===== config.mk =====
export PLATFORM = sky130hd
export DESIGN_NAME = udp_ip_packet_framer
export DESIGN_NICKNAME = d
export VERILOG_FILES = /design/src/hw/rtl/upf_pkg.sv /design/src/hw/rtl/udp_ip_packet_framer.sv
export SDC_FILE = /design/constraint.sdc
export NUM_CORES = 1
export LEC_CHECK = 0
export BUFFER_PORTS_ARGS = -buffer_cell sky130_fd_sc_hd__buf_2
export CAP_MARGIN = 15
export CORE_MARGIN = 8
export CORE_UTILIZATION = 28
export CTS_BUF_LIST = sky130_fd_sc_hd__clkbuf_16
export DETAILED_ROUTE_END_ITERATION = 12
export MAX_ROUTING_LAYER = met4
export PLACE_DENSITY = 0.42
export SYNTH_ARGS = -nofsm -noshare
export SYNTH_HDL_FRONTEND = slang
export SYNTH_SLANG_ARGS = --single-unit

===== constraint.sdc =====
create_clock -name clock -period 4.5 [get_ports clock]
set_clock_uncertainty 0.15 [all_clocks]
set_input_delay 1.35 -clock clock [delete_from_list [all_inputs] [get_ports clock]]
set_output_delay 1.35 -clock clock [all_outputs]
set_load 0.01 [all_outputs]

===== src/hw/rtl/upf_pkg.sv =====
// Package for the UDP/IP packet framer: header constants, codes and the
// sequencer's control store. No dependencies.
package upf_pkg;

   // Frame geometry
   localparam int PAYLOAD_BYTES = 4;
   localparam int PKT_LEN       = 29 + PAYLOAD_BYTES;
   localparam int UDP_LEN       = 9 + PAYLOAD_BYTES;
   localparam int IDX_W         = $clog2(PKT_LEN);
   localparam int CNT_W         = $clog2(PAYLOAD_BYTES);

   // Header template bytes
   localparam logic [7:0] IP_VER_IHL = 8'h45;
   localparam logic [7:0] IP_FLAGS   = 8'd64;
   localparam logic [7:0] IP_TTL     = 8'd10;
   localparam logic [7:0] IP_PROTO   = 8'd17;
   localparam logic [7:0] NET_A      = 8'd172;
   localparam logic [7:0] NET_B      = 8'd26;
   localparam logic [7:0] NET_C      = 8'd79;
   localparam logic [7:0] HOST_BCAST = 8'd255;
   localparam logic [7:0] HOST_BASE  = 8'd201;
   localparam logic [7:0] PKT_LEN_B  = 8'(PKT_LEN);
   localparam logic [7:0] UDP_LEN_B  = 8'(UDP_LEN);
   // protocol + UDP length, taken modulo 256
   localparam logic [7:0] PSEUDO_PL  = 8'((17 + UDP_LEN) % 256);

   // Configuration register indexes
   localparam logic [1:0] CSR_TEAM     = 2'd0;
   localparam logic [1:0] CSR_SRC_PORT = 2'd1;
   localparam logic [1:0] CSR_DST_PORT = 2'd2;

   // Micro-ops
   localparam logic [1:0] OP_ADD      = 2'd0;  // add selected word into checksum
   localparam logic [1:0] OP_SAVE_IP  = 2'd1;  // latch IP checksum, clear sum
   localparam logic [1:0] OP_SAVE_UDP = 2'd2;  // latch UDP checksum
   localparam logic [1:0] OP_EMIT     = 2'd3;  // emit bytes, repeat until last

   // Checksum word selects
   localparam logic [4:0] W_VER_LEN  = 5'd0;
   localparam logic [4:0] W_TOT_LEN  = 5'd1;
   localparam logic [4:0] W_IDENT    = 5'd2;
   localparam logic [4:0] W_FLAGS    = 5'd3;
   localparam logic [4:0] W_TTL_PROT = 5'd4;
   localparam logic [4:0] W_SRC_HI   = 5'd5;
   localparam logic [4:0] W_SRC_LO   = 5'd6;
   localparam logic [4:0] W_DST_HI   = 5'd7;
   localparam logic [4:0] W_DST_LO   = 5'd8;
   localparam logic [4:0] W_SPORT    = 5'd9;
   localparam logic [4:0] W_DPORT    = 5'd10;
   localparam logic [4:0] W_UDP_LEN  = 5'd11;
   localparam logic [4:0] W_CTRL_P0  = 5'd12;
   localparam logic [4:0] W_P1_P2    = 5'd13;
   localparam logic [4:0] W_P3_PAD   = 5'd14;
   localparam logic [4:0] W_PSEUDO   = 5'd15;
   localparam logic [4:0] W_NONE     = 5'd16;

   typedef struct packed {
      logic [1:0] op;
      logic [4:0] sel;
   } ucode_type;

   localparam int PROG_LEN = 23;
   localparam int PC_W     = $clog2(PROG_LEN);

   // Control store: IP header sum, UDP sum, then the byte emission loop.
   function automatic ucode_type ucode(input logic [PC_W-1:0] pc);
      ucode_type w;
      case (pc)
         5'd0:  w = '{OP_ADD, W_VER_LEN};
         5'd1:  w = '{OP_ADD, W_TOT_LEN};
         5'd2:  w = '{OP_ADD, W_IDENT};
         5'd3:  w = '{OP_ADD, W_FLAGS};
         5'd4:  w = '{OP_ADD, W_TTL_PROT};
         5'd5:  w = '{OP_ADD, W_SRC_HI};
         5'd6:  w = '{OP_ADD, W_SRC_LO};
         5'd7:  w = '{OP_ADD, W_DST_HI};
         5'd8:  w = '{OP_ADD, W_DST_LO};
         5'd9:  w = '{OP_SAVE_IP, W_NONE};
         5'd10: w = '{OP_ADD, W_SPORT};
         5'd11: w = '{OP_ADD, W_DPORT};
         5'd12: w = '{OP_ADD, W_UDP_LEN};
         5'd13: w = '{OP_ADD, W_CTRL_P0};
         5'd14: w = '{OP_ADD, W_P1_P2};
         5'd15: w = '{OP_ADD, W_P3_PAD};
         5'd16: w = '{OP_ADD, W_SRC_HI};
         5'd17: w = '{OP_ADD, W_SRC_LO};
         5'd18: w = '{OP_ADD, W_DST_HI};
         5'd19: w = '{OP_ADD, W_DST_LO};
         5'd20: w = '{OP_ADD, W_PSEUDO};
         5'd21: w = '{OP_SAVE_UDP, W_NONE};
         5'd22: w = '{OP_EMIT, W_NONE};
         default: w = '{OP_EMIT, W_NONE};
      endcase
      return w;
   endfunction

endpackage


===== src/hw/rtl/udp_ip_packet_framer.sv =====
// UDP/IP broadcast packet framer top level: payload store, microcoded
// checksum sequencer and byte emitter. Depends on upf_pkg.
//
//  channel  | ports                                     | handshake
//  ---------+-------------------------------------------+--------------------------
//  request  | start, busy, req_payload_byte             | taken when start && !busy
//  response | rsp_valid, rsp_packet_byte, rsp_last_byte | back to back, no stall
//  csr      | csr_write_enable, csr_index, csr_write_data | written when enable high
//
// Each accepted start stores one payload byte. The fourth starts a run of the
// control store: 22 checksum steps, then 33 emit steps, one byte a cycle; busy
// stays high until the last byte is emitted.
// Synchronous active-high reset clears the sequencer, counters, configuration registers and
// output strobe. The receiver cannot stall; bytes come back to back.
module udp_ip_packet_framer (
   input  logic        clock,
   input  logic        reset,
   input  logic        start,
   output logic        busy,
   input  logic [7:0]  req_payload_byte,
   output logic        rsp_valid,
   output logic [7:0]  rsp_packet_byte,
   output logic        rsp_last_byte,
   input  logic        csr_write_enable,
   input  logic [1:0]  csr_index,
   input  logic [15:0] csr_write_data
);

   // Configuration registers
   logic [3:0]  team_ff;
   logic [15:0] sport_ff;
   logic [15:0] dport_ff;

   // Payload store and fill count
   logic [7:0]                   payload_ff [upf_pkg::PAYLOAD_BYTES];
   logic [upf_pkg::CNT_W-1:0]    cnt_ff, cnt_in;

   // Sequencer state
   logic                         run_ff, run_in;
   logic [upf_pkg::PC_W-1:0]     pc_ff, pc_in;
   logic [upf_pkg::IDX_W-1:0]    idx_ff, idx_in;
   logic [15:0]                  acc_ff, acc_in;
   logic [15:0]                  ip_ck_ff, ip_ck_in;
   logic [15:0]                  udp_ck_ff, udp_ck_in;

   // Output registers
   logic                         rsp_valid_ff, rsp_valid_in;
   logic [7:0]                   rsp_byte_ff, rsp_byte_in;
   logic                         rsp_last_ff, rsp_last_in;

   upf_pkg::ucode_type           uw;
   logic                         accept;
   logic                         fill_done;
   logic                         at_last;
   logic [7:0]                   src_host;
   logic [7:0]                   ctrl_byte;
   logic [15:0]                  word;
   logic [16:0]                  sum;
   logic [15:0]                  udp_raw;
   logic [7:0]                   emit_byte;

   assign accept    = start && !run_ff;
   assign fill_done = (cnt_ff == upf_pkg::CNT_W'(upf_pkg::PAYLOAD_BYTES - 1));
   assign uw        = upf_pkg::ucode(pc_ff);
   assign at_last   = (idx_ff == upf_pkg::IDX_W'(upf_pkg::PKT_LEN - 1));
   assign src_host  = upf_pkg::HOST_BASE + {3'b000, team_ff, 1'b0};

   // Control byte: team at bits 7..4 ORed with odd parity of payload bytes at bits 4..1
   assign ctrl_byte = {team_ff[3:1],
                       team_ff[0] | ~^payload_ff[0],
                       ~^payload_ff[1],
                       ~^payload_ff[2],
                       ~^payload_ff[3],
                       1'b0};

   // Checksum word select
   always_comb begin
      case (uw.sel)
         upf_pkg::W_VER_LEN:  word = {upf_pkg::IP_VER_IHL, 8'h00};
         upf_pkg::W_TOT_LEN:  word = {8'h00, upf_pkg::PKT_LEN_B};
         upf_pkg::W_IDENT:    word = {12'h000, team_ff};
         upf_pkg::W_FLAGS:    word = {upf_pkg::IP_FLAGS, 8'h00};
         upf_pkg::W_TTL_PROT: word = {upf_pkg::IP_TTL, upf_pkg::IP_PROTO};
         upf_pkg::W_SRC_HI:   word = {upf_pkg::NET_A, upf_pkg::NET_B};
         upf_pkg::W_SRC_LO:   word = {upf_pkg::NET_C, src_host};
         upf_pkg::W_DST_HI:   word = {upf_pkg::NET_A, upf_pkg::NET_B};
         upf_pkg::W_DST_LO:   word = {upf_pkg::NET_C, upf_pkg::HOST_BCAST};
         upf_pkg::W_SPORT:    word = sport_ff;
         upf_pkg::W_DPORT:    word = dport_ff;
         upf_pkg::W_UDP_LEN:  word = {8'h00, upf_pkg::UDP_LEN_B};
         upf_pkg::W_CTRL_P0:  word = {ctrl_byte, payload_ff[0]};
         upf_pkg::W_P1_P2:    word = {payload_ff[1], payload_ff[2]};
         upf_pkg::W_P3_PAD:   word = {payload_ff[3], 8'h00};
         upf_pkg::W_PSEUDO:   word = {8'h00, upf_pkg::PSEUDO_PL};
         default:             word = 16'h0000;
      endcase
   end

   // One's-complement add with end-around carry
   assign sum     = {1'b0, acc_ff} + {1'b0, word};
   assign udp_raw = ~acc_ff;

   // Datagram byte select, wire order
   always_comb begin
      case (idx_ff)
         6'd0:    emit_byte = upf_pkg::IP_VER_IHL;
         6'd3:    emit_byte = upf_pkg::PKT_LEN_B;
         6'd5:    emit_byte = {4'h0, team_ff};
         6'd6:    emit_byte = upf_pkg::IP_FLAGS;
         6'd8:    emit_byte = upf_pkg::IP_TTL;
         6'd9:    emit_byte = upf_pkg::IP_PROTO;
         6'd10:   emit_byte = ip_ck_ff[15:8];
         6'd11:   emit_byte = ip_ck_ff[7:0];
         6'd12:   emit_byte = upf_pkg::NET_A;
         6'd13:   emit_byte = upf_pkg::NET_B;
         6'd14:   emit_byte = upf_pkg::NET_C;
         6'd15:   emit_byte = src_host;
         6'd16:   emit_byte = upf_pkg::NET_A;
         6'd17:   emit_byte = upf_pkg::NET_B;
         6'd18:   emit_byte = upf_pkg::NET_C;
         6'd19:   emit_byte = upf_pkg::HOST_BCAST;
         6'd20:   emit_byte = sport_ff[15:8];
         6'd21:   emit_byte = sport_ff[7:0];
         6'd22:   emit_byte = dport_ff[15:8];
         6'd23:   emit_byte = dport_ff[7:0];
         6'd25:   emit_byte = upf_pkg::UDP_LEN_B;
         6'd26:   emit_byte = udp_ck_ff[15:8];
         6'd27:   emit_byte = udp_ck_ff[7:0];
         6'd28:   emit_byte = ctrl_byte;
         6'd29:   emit_byte = payload_ff[0];
         6'd30:   emit_byte = payload_ff[1];
         6'd31:   emit_byte = payload_ff[2];
         6'd32:   emit_byte = payload_ff[3];
         default: emit_byte = 8'h00;
      endcase
   end

   // Sequencer next state
   always_comb begin
      cnt_in       = cnt_ff;
      run_in       = run_ff;
      pc_in        = pc_ff;
      idx_in       = idx_ff;
      acc_in       = acc_ff;
      ip_ck_in     = ip_ck_ff;
      udp_ck_in    = udp_ck_ff;
      rsp_valid_in = 1'b0;
      rsp_byte_in  = rsp_byte_ff;
      rsp_last_in  = 1'b0;
      if (accept) begin
         cnt_in = cnt_ff + 1'b1;
         if (fill_done) begin
            cnt_in = '0;
            run_in = 1'b1;
            pc_in  = '0;
            idx_in = '0;
            acc_in = '0;
         end
      end else if (run_ff) begin
         case (uw.op)
            upf_pkg::OP_ADD: begin
               acc_in = sum[15:0] + {15'h0000, sum[16]};
               pc_in  = pc_ff + 1'b1;
            end
            upf_pkg::OP_SAVE_IP: begin
               ip_ck_in = ~acc_ff;
               acc_in   = '0;
               pc_in    = pc_ff + 1'b1;
            end
            upf_pkg::OP_SAVE_UDP: begin
               // an all-zero UDP checksum goes out as all ones
               udp_ck_in = (udp_raw == 16'h0000) ? 16'hFFFF : udp_raw;
               pc_in     = pc_ff + 1'b1;
            end
            upf_pkg::OP_EMIT: begin
               rsp_valid_in = 1'b1;
               rsp_byte_in  = emit_byte;
               rsp_last_in  = at_last;
               idx_in       = idx_ff + 1'b1;
               // repeat this step until the final byte, then stop
               if (at_last) begin
                  run_in = 1'b0;
                  pc_in  = '0;
               end
            end
            default: begin
               pc_in = pc_ff;
            end
         endcase
      end
   end

   // Control registers
   always_ff @(posedge clock) begin
      if (reset) begin
         cnt_ff       <= '0;
         run_ff       <= 1'b0;
         pc_ff        <= '0;
         idx_ff       <= '0;
         rsp_valid_ff <= 1'b0;
         rsp_last_ff  <= 1'b0;
      end else begin
         cnt_ff       <= cnt_in;
         run_ff       <= run_in;
         pc_ff        <= pc_in;
         idx_ff       <= idx_in;
         rsp_valid_ff <= rsp_valid_in;
         rsp_last_ff  <= rsp_last_in;
      end
   end

   // Datapath registers
   always_ff @(posedge clock) begin
      acc_ff      <= acc_in;
      ip_ck_ff    <= ip_ck_in;
      udp_ck_ff   <= udp_ck_in;
      rsp_byte_ff <= rsp_byte_in;
      if (accept) begin
         payload_ff[cnt_ff] <= req_payload_byte;
      end
   end

   // Configuration writes
   always_ff @(posedge clock) begin
      if (reset) begin
         team_ff  <= '0;
         sport_ff <= '0;
         dport_ff <= '0;
      end else if (csr_write_enable) begin
         case (csr_index)
            upf_pkg::CSR_TEAM:     team_ff  <= csr_write_data[3:0];
            upf_pkg::CSR_SRC_PORT: sport_ff <= csr_write_data;
            upf_pkg::CSR_DST_PORT: dport_ff <= csr_write_data;
            default: begin
               team_ff <= team_ff;
            end
         endcase
      end
   end

   assign busy            = run_ff;
   assign rsp_valid       = rsp_valid_ff;
   assign rsp_packet_byte = rsp_byte_ff;
   assign rsp_last_byte   = rsp_last_ff;

endmodule


==> results of run 1 <==
## per-stage QoR
step | TNS, ns | std cells | setup WS [ns] | utilization, %
6_report | 0 | 1463 | 0.102 | 36.6
3_3_place_gp | -0.654 | 1416 | -0.191 | 33.2
3_5_place_dp | -0.855 | 1416 | -0.209 | 33.2
4_1_cts | -0.00906 | 1448 | -0.00906 | 35.3
5_1_grt | -0.265 | 1463 | -0.0743 | 36.6
2_1_floorplan | 0 | 904 | 0.0150 | -
## worst reg2reg max path: cells and delay by family, from the launching register on
| kind | cells | cell delay, ns |
|---|---|---|
| compound gates | 6 | 1.20 |
| xor+xnor | 4 | 0.74 |
| fa+ha+maj | 3 | 0.66 |
| buf+inv | 2 | 0.26 |
| flops | 1 | 0.43 |
| simple gates | 6 | 0.72 |
## cells by family (layout without fill, tap and decap cells)
logic type | count (synthesis) | after routing | share of synthesized area (%)
xor+xnor | 58 | 58 | 6.11
buf+inv | 72 | 241 | 3.31
fa+ha+maj | 35 | 35 | 5.36
compound gates | 250 | 250 | 20.1
simple gates | 337 | 337 | 18.6
mux | 5 | 5 | 0.602
flops | 147 | 147 | 46.0
## synthesized netlist by cell type, types with 3 or more instances
cell and instances:
xor2_1 15, o21bai_1 3, a21oi_1 82, mux2i_1 5, and2_1 8, nand3b_1 4
dfxtp_1 59, nand2b_1 10, ha_1 34, a221oi_1 21, a22oi_1 39, o31ai_1 4
a21o_1 10, nand3_1 19, o21ai_1 4, nand2_1 139, xnor2_1 43, and3_1 8
inv_1 37, nor3b_1 4, buf_1 3, a211oi_1 9, o21ai_0 30, nor2b_1 15
edfxtp_1 88, nor3_1 9, clkbuf_1 29, a31oi_1 5, nor4_1 3, o211ai_1 7
nor2_1 86, a22o_1 14, or2_2 4, nand4_1 18
## layer usage
| layer | track usage (%) | up-vias | share of wire [%] |
|---|---|---|---|
| met5 | - | - | 0 |
| met4 | 6.19 | 0 | 2.7 |
| met3 | 2.72 | 46 | 5.3 |
| met2 | 25.6 | 234 | 44 |
| met1 | 24.6 | 3579 | 48 |
| li1 | - | 3617 | - |
## registers in the layout (all words and copies together) (netlist names)
name             flops
rsp_packet_byte      8
busy                 1
ip_ck_ff            16
dport_ff            16
udp_ck_ff           16
pc_ff                5
idx_ff               6
rsp_valid            1
sport_ff            16
acc_ff              16
uw                   7
cnt_ff               2
rsp_last_byte        1
payload_ff          32
team_ff              4
## what timing repair did
item,in CTS,in global routing
pin swaps,3,28
resized for setup,11,63
endpoints found under the setup margin,8,11
setup buffers,0,14
cloned,0,1
## cell type report
class / instances / area, um^2 / area share (%)
clock inverters: 15 / 168 / 1.56
clock buffers: 17 / 425 / 3.95
inverters: 38 / 145 / 1.35
flip-flops and latches: 147 / 3840 / 35.6
well taps: 390 / 488 / 4.53
multi-input cells: 685 / 4500 / 41.8
repair buffers: 171 / 1210 / 11.2
## how the worst max path moves through the flow
stage	startpoint	to	slack [ns]	cells past startpoint
after global routing	payload_ff[2][5]$_DFFE_PP_	acc_ff[13]$_SDFFCE_PN0P_	-0.07	21
after detailed placement	uw[3]$_DFF_P_	acc_ff[12]$_SDFFCE_PN0P_	-0.21	22
after global placement	uw[3]$_DFF_P_	acc_ff[12]$_SDFFCE_PN0P_	-0.19	22
after CTS	uw[2]$_DFF_P_	acc_ff[12]$_SDFFCE_PN0P_	-0.009	24
after floorplan	uw[1]$_DFF_P_	acc_ff[12]$_SDFFCE_PN0P_	0.02	24
final	payload_ff[2][5]$_DFFE_PP_	acc_ff[8]$_SDFFCE_PN0P_	0.10	21
## cell usage in the layout, fill, tap and decap left out, drive strengths merged, types with 18 or more instances in the layout
| cell type | netlist | final |
|---|---|---|
| a21oi | 83 | 83 |
| a221oi | 21 | 21 |
| a22oi | 39 | 39 |
| buf | 5 | 170 |
| dfxtp | 59 | 59 |
| edfxtp | 88 | 88 |
| ha | 34 | 34 |
| inv | 37 | 43 |
| nand2 | 139 | 139 |
| nand3 | 19 | 19 |
| nand4 | 18 | 18 |
| nor2 | 86 | 86 |
| o21ai | 34 | 34 |
| xnor2 | 43 | 43 |
## power by group through the flow
stage,combinational (W),sequential (W),clock [W]
3_5_place_dp,0.000239,0.00152,0
3_3_place_gp,0.000242,0.00152,0
2_1_floorplan,0.000126,0.00150,0
6_report,0.000258,0.00149,0.00147
5_1_grt,0.000280,0.00149,0.00155
4_1_cts,0.000241,0.00149,0.00150
==> key figures, run 1 <==
Outcome
  • Run status: finished clean

STA
  • Final Setup Violations: 0
  • Pins over their slew limit: 0
  • Final worst path period need: 4.40 ns
  • Worst slew margin: 36.2%
  • Fin crit share: 97.7%
  • Final Hold Viols: 0
  • Worst slew pin tran: 0.954 ns
  • RSZ-0062 raised after global routing: true
  • Fmax: about 230 MHz
  • Hold Slack: roughly 0.36 ns

Worst setup path
  • CP peak stage delay: about 0.43 ns
  • Crit end category: flop
  • Slowest cell on crit path: edfxtp_1
  • Critical path, cell by cell: xnor2_2 > xnor2_1 > xnor2_2 > a221oi_2 > nand2_2 > ha_4 > buf_4 > a21oi_2 > o31ai_4 > o31ai_2 > nand2b_1 > a21o_1 > a21o_1 > ha_2 > ha_2 > and3_4 > and3_4 > buf_4 > nand3b_1 > xnor2_1 > nor2_1
  • R2R Setup Slk: 0.10 ns
  • Worst Reg-to-Reg Cells: 21
  • Startpoint Class: flop
  • RR Startpoint: payload_ff[2][5]$_DFFE_PP_
  • CP bufs+invs: 2
  • Required time worst endpoint: about 4.5 ns
  • Arrival time of the worst setup path: 4.41 ns
  • Critical Path Fanout Max: 4
  • Family with the most delay on the worst path: compound AO/OA/AOI/OAI gates
  • WS Path Type: reg -> reg
  • RR Endpoint: acc_ff[8]$_SDFFCE_PN0P_

Clock network
  • CTS Buf Count: 17
  • CTS tree: yes
  • Clk buf depth: 2
  • Clk pin slew, worst setup/hold paths: 0.07 ns
  • Cts hold-fix bufs: 0
  • Max H-tree Level: 4
  • Clk root buf: clkbuf_16
  • Clock latency at the later pin of the worst-skew pair: 0.43 ns
  • Total clock sinks: 147

Yosys
  • Post-synth top area cell: edfxtp_1
  • Mapped Cells: approximately 900
  • Synth top area cells: edfxtp_1 32%, dfxtp_1 14%, nand2_1 6.3%
  • Avg Synthesized Cell Area: 9.20 um^2
  • Post-synthesis sequential area ratio: about 46%
  • Synth Net Count: roughly 970
  • Synth unique cells: 62
  • Share of the synthesized area in the top cell type: about a third
  • #FFs+latches synth: approximately 150
  • Synth Warn #: 0
  • Post-synth EDFFs: 88
  • Post-Syn Area: around 8300 um^2
  • Fraction of registers with async set/reset: 0%
  • Ys flop type: edfxtp_1

Power
  • Power Internal: 0.00243 W
  • Clock Power Share: 45.8%
  • Sw Share: 24.5%
  • Net Switching: around 0.00079 W
  • Pwr dens: ~300 nW/um^2
  • Tot Pwr: ~0.0032 W
  • Comb power frac: 8.0%
  • VDD IR max: 0.255 mV
  • Reg power frac: ~46%
  • Static Leak: about 4.0 nW

Global route
  • First-pass GRT wire length: 46.1 mm
  • GRT Overall Usage: about 18%
  • GRT Residual Overflow: 0
  • Largest net degree at the start of global routing: 45
  • Initial antenna violation count: 0
  • Vias in the first global route: 7123

Floorplan
  • Core area: around 29000 um^2
  • # IOs: 41
  • Die area: between 30000 and 40000 um^2
  • Starting Density: between 20% and 30%
  • Die Ht: between 150 and 200 um
  • Die span in x: 188 um
  • Rows: between 60 and 70

Min path
  • Endpoint, Worst Hold: dport_ff[12]$_SDFFE_PP0P_
  • WHS Path Cells: 2
  • Hold Path Class: reg -> reg
  • HP Start: dport_ff[12]$_SDFFE_PP0P_

Placed design
  • RePlAce Congestion: between 0.9 and 1
  • Dpl hpwl: approximately 24 mm
  • I/O Buffers: 40
  • Placed Area: 9780 um^2

Finish
  • Final net count: approximately 1100
  • Layout cells sized above 1: 24.3%
  • Fill count: between 3000 and 4000
  • Fin area: roughly 11000 um^2
  • # diodes: 0
  • Layout area overhead: 29.6%

Detailed routing
  • Antenna-violating nets left: 0
  • DRC errors left: 0
  • 1st-pass router iterations: 5
  • Vias per cell: 5.11
  • Via count: around 7500
  • Initial DRC count: about 740
  • Drt wl/cell: between 20 and 25 um
  • Drt total wl: about 31 mm

Flow run
  • Max-cap viol count: 0
Note: power is estimated with default switching activity, not from simulation.
==> run 2, diff against run 1 <==
==> constraint.sdc (replaced) <==
create_clock -name clock -period 4.5 [get_ports clock]
set_clock_uncertainty 0.15 [all_clocks]
set_input_delay 0.45 -clock clock [delete_from_list [all_inputs] [get_ports clock]]
set_output_delay 0.45 -clock clock [all_outputs]
set_load 0.01 [all_outputs]
==> run 2 against run 1 <==
Net effect: sequential share of layout area increased by 0.39 points; core utilization decreased by 0.41 points; hold slack got worse by 0.26 ns; worst setup slack improved by 0.077 ns.
==> key figures, run 2 (same netlist as run 1, synthesis figures left out) <==
Outcome
  • Run status: finished clean

Flow run
  • Max-cap viol count: 0

Clock network
  • Clk pin slew, worst setup/hold paths: ~0.07 ns
  • Cts hold-fix bufs: 0
  • CTS tree: yes
  • Max H-tree Level: 4
  • Clock latency at the later pin of the worst-skew pair: approximately 0.43 ns
  • Total clock sinks: approximately 150
  • CTS Buf Count: 17
  • Clk buf depth: 2
  • Clk root buf: clkbuf_16

Worst setup path
  • Arrival time of the worst setup path: roughly 4.3 ns
  • Critical Path Fanout Max: 7
  • Startpoint Class: flop
  • Crit end category: flop
  • CP bufs+invs: 1
  • CP peak stage delay: 0.38 ns
  • Critical path, cell by cell: nor2b_1 > buf_4 > and3b_2 > a221oi_2 > o211ai_1 > ha_2 > o21ai_2 > or2_4 > a211oi_4 > o31ai_1 > nand2b_1 > a21o_1 > a21o_1 > ha_2 > and3_4 > nand3_4 > nor2b_4 > nand3_4 > nor4_4 > xor2_1 > nor2_1
  • WS Path Type: reg -> reg
  • Family with the most delay on the worst path: simple AND/OR/NAND/NOR gates
  • Slowest cell on crit path: ha_2
  • Required time worst endpoint: approximately 4.5 ns

Placed design
  • Dpl hpwl: 24.0 mm
  • RePlAce Congestion: 0.935
  • I/O Buffers: 40
  • Place WS: -0.131 ns

Global route
  • GRT Overall Usage: 17.6%
  • Initial antenna violation count: 0
  • GRT Residual Overflow: 0
  • Largest net degree at the start of global routing: between 40 and 50
  • GR Layer Usage met2: 25.4%
  • Met1 Use GR: between 20% and 30%
  • First-pass GRT wire length: 46.1 mm
  • Vias in the first global route: 7266
  • Busiest layer in global routing: met2
  • GR Util met3: approximately 3.1%

Detailed routing
  • Drt total wl: slightly above 30 mm
  • Vias per cell: slightly above 5
  • 1st-pass router iterations: 6
  • DRC errors left: 0
  • Initial DRC count: 701
  • Drt wl/cell: roughly 21 um
  • Via count: around 7500
  • Antenna-violating nets left: 0

Floorplan
  • Die Ht: around 190 um
  • Die area: about 35000 um^2
  • Starting Density: between 20 and 30%
  • Die span in x: about 190 um
  • Core area: approximately 29000 um^2
  • Rows: 63
  • # IOs: 41

Min path
  • Hold Path Class: in -> reg

Finish
  • Leading cell types in the layout, fill and taps excluded: 136 x nand2_1, 120 x buf_4, 88 x edfxtp_1
  • Reg with most FFs: payload_ff
  • Commonest non-fill, non-tap cell in the layout: nand2_1
  • Layout area overhead: 28.1%
  • Layout cells sized above 1: between 20% and 30%
  • # diodes: 0
  • Fill count: 3059
  • Post-layout util: a little over a third
  • Number of flip-flops in the largest register: 32
  • Final net count: ~1100

STA
  • Pins over their slew limit: 0
  • Final Setup Violations: 0
  • Worst Slack Setup Final: 0.180 ns
  • Fmax: between 200 and 250 MHz
  • Final worst path period need: 4.32 ns
  • Fin crit share: between 90% and 100%
  • Hold Slack: ~0.095 ns
  • Worst slew pin tran: 0.967 ns
  • Worst slew margin: between 30% and 40%
  • Final Hold Viols: 0

Power
  • Static Leak: 3.97 nW
  • VDD IR max: about 0.27 mV
  • Pwr dens: ~290 nW/um^2
## run 2: final timing paths
check	start	end	slack [ns]	depth (start not counted)
max	uw[2]$_DFF_P_	acc_ff[13]$_SDFFCE_PN0P_	0.18	21
min	req_payload_byte[1]	payload_ff[1][1]$_DFFE_PP_	0.09	1
max reg2reg	uw[2]$_DFF_P_	acc_ff[13]$_SDFFCE_PN0P_	0.18	21
min reg2reg	dport_ff[0]$_SDFFE_PP0P_	dport_ff[0]$_SDFFE_PP0P_	0.36	2
## run 2: area by class of cell
cell class	instances	area, um^2	area share [%]
multi-input combinational	685	4500	42.2
clock inverter	15	124	1.16
inverter	38	145	1.36
timing repair buffer	164	1140	10.7
tap	390	488	4.58
clock buffer	17	425	3.99
sequential	147	3840	36.0
## run 2: power by group
part / switching (W) / internal (W) / total, W / leakage, nW
registers: 0.0000361 / 0.00145 / 0.00149 / 1.28
clock network: 0.000640 / 0.000720 / 0.00136 / 0.262
logic: 0.000145 / 0.000101 / 0.000246 / 2.43
total: 0.000821 / 0.00227 / 0.00309 / 3.97
## run 2: repair_timing
item                       4_1_cts  5_1_grt
cloned                           0        1
resized for setup               12       58
setup buffers                    0       16
pin swaps                        3       25
setup endpoints to repair        8       11
## run 2: per-stage QoR
stage	area (um^2)	instances	TNS, ns	total power, W
2_1_floorplan	8340	904	0	0.00163
3_3_place_gp	9700	1407	-0.453	0.00175
3_5_place_dp	9700	1407	-0.454	0.00175
4_1_cts	10300	1439	0	0.00312
5_1_grt	10700	1456	-0.195	0.00320
6_report	10700	1456	0	0.00309
## run 2: routing by layer
metal	vias up	share of wire [%]
li1	3592	-
met2	263	43
met3	53	5.8
met5	-	0
met1	3586	48
met4	0	3.8
